==> config.mk <==
export PLATFORM = sky130hd
export DESIGN_NAME = tafs_ctrl
export DESIGN_NICKNAME = d
export VERILOG_FILES = /design/src/tafs_pkg.sv /design/src/tafs_ctrl.sv
export SDC_FILE = /design/constraint.sdc
export NUM_CORES = 1
export LEC_CHECK = 0
export BUFFER_PORTS_ARGS = -buffer_cell sky130_fd_sc_hd__buf_2
export CAP_MARGIN = 10
export CORE_AREA = 2 2 39 41
export DETAILED_ROUTE_END_ITERATION = 16
export DIE_AREA = 0 0 41 43
export GPL_ROUTABILITY_DRIVEN = 0
export SYNTH_ARGS = -nofsm -noshare
export SYNTH_HDL_FRONTEND = slang
export SYNTH_SLANG_ARGS = --single-unit
export TNS_END_PERCENT = 100
==> constraint.sdc <==
create_clock -name clk -period 1.6 [get_ports clk]
set_input_delay 0.16 -clock clk [delete_from_list [all_inputs] [get_ports clk]]
set_output_delay 0.16 -clock clk [all_outputs]
set_load 0.01 [all_outputs]
==> src/tafs_pkg.sv <==
`timescale 1ns / 1ps
// Shared types and constants for the tile animation frame stepper.
// No dependencies; every other file imports this package.
package tafs_pkg;

  // Parameter defaults
  localparam int MAX_TILES_DEF     = 16;
  localparam int MAX_FRAMES_DEF    = 16;
  localparam int ADVANCE_LIMIT_DEF = 64;

  // Tiles walked per tick never exceed what the tile field can name
  localparam int WALK_CAP   = 16;
  localparam int TILE_CNT_W = 5;

  // Field widths
  localparam int FUNC_W     = 2;
  localparam int INDEX_W    = 4;
  localparam int TILE_NUM_W = 12;
  localparam int DUR_W      = 16;
  localparam int TOTAL_W    = 5;
  localparam int ELAPSED_W  = 16;
  localparam int TIME_W     = 20;
  localparam int COORD_W    = 20;
  localparam int OFFSET_W   = 28;
  localparam int OUT_TILE_W = 4;

  // Stream widths
  localparam int IN_DATA_W  = 72;
  localparam int OUT_DATA_W = 72;

  // Configuration registers
  localparam int ROW_W      = 13;
  localparam int DIM_W      = 9;
  localparam int PIX_W      = 17;
  localparam int ACT_W      = 5;
  localparam int CFG_IDX_W  = 3;
  localparam int CFG_DATA_W = 17;

  localparam logic [ROW_W-1:0] TILES_PER_ROW_RST = 13'd1;
  localparam logic [DIM_W-1:0] TILE_WIDTH_RST    = 9'd16;
  localparam logic [DIM_W-1:0] TILE_HEIGHT_RST   = 9'd16;
  localparam logic [PIX_W-1:0] TILE_PIXELS_RST   = 17'd256;
  localparam logic [ACT_W-1:0] ACTIVE_TILES_RST  = 5'd0;

  localparam logic [CFG_IDX_W-1:0] REG_TILES_PER_ROW = 3'd0;
  localparam logic [CFG_IDX_W-1:0] REG_TILE_WIDTH    = 3'd1;
  localparam logic [CFG_IDX_W-1:0] REG_TILE_HEIGHT   = 3'd2;
  localparam logic [CFG_IDX_W-1:0] REG_TILE_PIXELS   = 3'd3;
  localparam logic [CFG_IDX_W-1:0] REG_ACTIVE_TILES  = 3'd4;

  typedef enum logic [FUNC_W-1:0] {
    FUNC_WRITE = 2'd0,
    FUNC_COUNT = 2'd1,
    FUNC_TICK  = 2'd2,
    FUNC_NONE  = 2'd3
  } func_t;

  typedef enum logic [2:0] {
    ST_IDLE,
    ST_LOAD,
    ST_CMP,
    ST_DIV,
    ST_MUL,
    ST_EMIT,
    ST_FLUSH
  } state_t;

  typedef struct packed {
    logic [DUR_W-1:0]      dur;
    logic [TILE_NUM_W-1:0] dst;
    logic [TILE_NUM_W-1:0] src;
  } frame_entry_t;

  // Controller to datapath
  typedef struct packed {
    logic wr_entry;
    logic set_count;
    logic tick_start;
    logic next_tile;
    logic tile_begin;
    logic advance;
    logic tile_close;
    logic div_start;
    logic mul_cap;
    logic pend_load;
    logic out_push;
    logic out_last;
  } cmd_t;

  // Datapath to controller
  typedef struct packed {
    logic tile_end;
    logic cnt_zero;
    logic can_adv;
    logic changed;
    logic div_busy;
    logic pend_valid;
    logic out_free;
  } status_t;

endpackage

==> src/tafs_ctrl.sv <==
`timescale 1ns / 1ps
// Controller: sequences load items and the per-tick walk over animated tiles.
// Depends on tafs_pkg; drives the datapath through cmd_t, reads status_t.
module tafs_ctrl (
  input  logic                        clk,
  input  logic                        rst_n,
  input  logic                        in_valid,
  input  logic [tafs_pkg::FUNC_W-1:0] in_func,
  output logic                        in_ready,
  input  tafs_pkg::status_t           status,
  output tafs_pkg::cmd_t              cmd
);
  import tafs_pkg::*;

  state_t state_r;
  state_t state_nxt;
  logic   accept;

  always_ff @(posedge clk) begin
    if (!rst_n) begin
      state_r <= ST_IDLE;
    end else begin
      state_r <= state_nxt;
    end
  end

  always_comb begin
    state_nxt = state_r;
    cmd       = '0;
    in_ready  = (state_r == ST_IDLE);
    accept    = in_valid && in_ready;
    unique case (state_r)
      ST_IDLE: begin
        if (accept) begin
          unique case (func_t'(in_func))
            FUNC_WRITE: cmd.wr_entry = 1'b1;
            FUNC_COUNT: cmd.set_count = 1'b1;
            FUNC_TICK: begin
              cmd.tick_start = 1'b1;
              state_nxt      = ST_LOAD;
            end
            FUNC_NONE: ;
          endcase
        end
      end
      ST_LOAD: begin
        priority if (status.tile_end) begin
          state_nxt = status.pend_valid ? ST_FLUSH : ST_IDLE;
        end else if (status.cnt_zero) begin
          cmd.next_tile = 1'b1;
        end else begin
          cmd.tile_begin = 1'b1;
          state_nxt      = ST_CMP;
        end
      end
      ST_CMP: begin
        if (status.can_adv) begin
          cmd.advance = 1'b1;
        end else begin
          cmd.tile_close = 1'b1;
          if (status.changed) begin
            cmd.div_start = 1'b1;
            state_nxt     = ST_DIV;
          end else begin
            cmd.next_tile = 1'b1;
            state_nxt     = ST_LOAD;
          end
        end
      end
      ST_DIV: begin
        if (!status.div_busy) begin
          state_nxt = ST_MUL;
        end
      end
      ST_MUL: begin
        cmd.mul_cap = 1'b1;
        state_nxt   = ST_EMIT;
      end
      ST_EMIT: begin
        // Release the older command only now that a later one exists
        priority if (!status.pend_valid) begin
          cmd.pend_load = 1'b1;
          cmd.next_tile = 1'b1;
          state_nxt     = ST_LOAD;
        end else if (status.out_free) begin
          cmd.out_push  = 1'b1;
          cmd.pend_load = 1'b1;
          cmd.next_tile = 1'b1;
          state_nxt     = ST_LOAD;
        end else begin
          state_nxt = ST_EMIT;
        end
      end
      ST_FLUSH: begin
        if (status.out_free) begin
          cmd.out_push = 1'b1;
          cmd.out_last = 1'b1;
          state_nxt    = ST_IDLE;
        end
      end
      default: state_nxt = ST_IDLE;
    endcase
  end

endmodule

==> results.py <==
metrics = {
    "route": {
        "vias": 523,
        "via_per_inst": 5.18,
        "drtIter0Drc": 10,
        "routedWlPerCell_um": 10.7,
        "firstDrtPassIters": 4,
        "drcViolationCount": 0,
        "routed_wl_um": 1080,
        "ant_nets": 0,
    },
    "placed_design": {
        "io_buffers": 24,
        "dp.cells": 96,
        "hpwl_um": 887,
    },
    "timing": {
        "rsz0062_at_grt": "true",
        "relSlewSlack_pct": 84.1,
        "worst_pin_slew_ps": 236,
        "setup_violations": 0,
        "timing.fmax_mhz": 637,
        "finalHoldViolCount": 0,
        "fin_crit_ps": 1570,
        "skew_ps": 7.16,
        "maxSlewViolCount": 0,
        "post-route-period-util_pct": 98.2,
    },
    "global_route": {
        "grt_pass1_wl_um": 1640,
        "gr-total-overflow": 0,
        "antenna_found_initial": 0,
        "grt_pass1_vias": 436,
        "grt_max_degree": 16,
        "grt.total_usage_pct": 13.5,
    },
    "worst_setup_path": {
        "worstPathArrival_ps": 1410,
        "critPathRequiredTime_ps": 1440,
        "rr_worst_depth": 5,
        "end_kind": "output pin",
        "cp_max_fo": 3,
        "critPathKind": "flip-flop to output pin",
        "start_kind": "flip-flop",
    },
    "synth": {
        "synthXorXnorAreaFrac_pct": 0,
        "netlist_instances": 55,
        "syn-num-nets": 67,
        "synth_cell_type_count": 29,
        "synth-compound-area-share_pct": 29.8,
        "synth_top_family_by_area": "simple AND/OR/NAND/NOR gates",
        "synthSimpleGateAreaFrac_pct": 44.4,
        "synth.avg_cell_area_um2": 7.17,
        "synth-edff-count": 0,
        "yosys-top-cells-area": "dfxtp_1 (15%), nand2b_1 (9.5%), a21oi_1 (7.6%), nand2_1 (4.8%), a211o_1 (4.4%)",
        "ys_warn_count": 0,
        "ys_seq_area_share_pct": 15.2,
        "synth_seq_cells": 3,
        "yosysTopAreaCell": "dfxtp_1",
        "yosysTopAreaCellShare_pct": 15.2,
        "muxShareOfSynthArea_pct": 2.54,
        "synth_common_cells": "a21oi_1 (6), nand2b_1 (6), nand2_1 (5), nor2_1 (4)",
        "synthAdderAreaFrac_pct": 0,
        "syn-cell-area_um2": 394,
        "async_flop_share_pct": 0,
        "synth-main-ff-cell": "dfxtp_1",
    },
    "clock_tree": {
        "htreeDepth": 1,
        "cts_tree": "built",
        "ctsHoldBuffers": 0,
        "clockBufferDepth": 2,
        "cts_root_buffer": "clkbuf_4",
        "clk_pin_slew_ps": 40,
        "clk_latency_ps": 240,
        "cts_sinks": 3,
        "cts_buffers": 3,
    },
    "layout": {
        "largest_reg_flops": 3,
        "layout-drive-gt1-share_pct": 49.4,
        "area_growth_pct": 56.8,
        "fillers": 134,
        "fin_util_pct": 44.7,
        "stdcell_count": 101,
        "top_register": "state_r",
        "finalNetCount": 98,
        "n_antenna_cell": 0,
        "largestRegisters": "state_r (3)",
    },
    "die": {
        "die_area_um2": 1760,
        "die_y_um": 43,
        "fp.dieW_um": 41,
        "core-area_um2": 1380,
        "initial_core_util_pct": 28.5,
        "rows": 14,
        "ioPinCount": 25,
    },
    "status": {
        "outcome": "finished clean",
    },
    "run": {
        "cap_violations": 0,
    },
    "power": {
        "p_leak_nw": 0.307,
        "vdd_drop_max_uv": 423,
        "p_per_area_nw_per_um2": 1050,
    },
    "min_path": {
        "hold_depth": 3,
        "min_path_type": "input pin to flip-flop",
    },
}
-- metal layers --
layer	share of wire [%]	up-vias	wire (um)	track usage [%]
met2	50	18	543	22.2
met1	44	236	474	15.7
met4	1.1	0	12	8.00
met5	0	-	0	0
met3	5.0	2	54	1.57
li1	-	267	-	-
-- critical path, stage by stage (launching register included) --
cell and delay [ps]:
dfxtp_1 300, or4b_4 550, nor2_4 110, a211o_1 100, buf_2 120
-- what timing repair did --
action / CTS / global route
gates resized for setup: 3 / 6
setup buffers: 0 / 1
pin swaps: 2 / 1
endpoints found under the setup margin: 1 / 3
endpoints found under the hold margin: 0 / 0
-- cells in the final DEF, fill, tap and decap left out, types with 2 or more instances in the layout --
cell type	instances
buf_2	24
a21oi_1	6
nand2b_1	5
nand2_1	5
buf_4	5
nor2_1	3
inv_1	3
clkbuf_4	3
nor4_1	2
a211o_1	2
nor3b_1	2
dfxtp_1	2
-- power by group --
| group | switching [mW] | internal (mW) |
|---|---|---|
| logic | 0.203 | 0.206 |
| clock network | 0.0426 | 0.0937 |
| registers | 0.00845 | 0.0937 |
-- final timing paths --
check | slack [ps] | from | end
hold reg to reg | 620 | state_r[0]$_SDFFE_PN0P_ | state_r[0]$_SDFFE_PN0P_
setup / recovery | 30 | state_r[2]$_SDFFE_PN0P_ | cmd[8]
hold / removal | 210 | rst_n | state_r[0]$_SDFFE_PN0P_
setup reg to reg | 160 | state_r[2]$_SDFFE_PN0P_ | state_r[2]$_SDFFE_PN0P_
-- cell families (layout without fill, tap and decap cells) --
kind of cell    Yosys count  count (layout)
flops                     3               3
compound gates           16              16
buf+inv                   6              36
simple gates             29              29
mux                       1               1
-- final cells by class --
type | instances | area [um^2] | area share [%]
Sequential cell | 3 | 61.3 | 9.92
Multi-Input combinational cell | 46 | 342 | 55.3
Inverter | 3 | 11.3 | 1.82
Clock buffer | 4 | 26.3 | 4.25
Timing Repair Buffer | 29 | 158 | 25.5
Tap cell | 16 | 20.0 | 3.24
-- through the flow --
step                hold WS (ps)  instance area [um^2]  setup TNS, ps  power (mW)  setup WS, ps
global route                 234                   618          -18.1       0.700         -18.1
detailed placement           469                   549              0       0.469           172
finish                       214                   618              0       0.648          29.3
floorplan                    301                   399              0       0.362           179
global placement             471                   549              0       0.466           193
CTS                          222                   586              0       0.618         0.623
No activity file was read; power rests on OpenSTA's default activity.
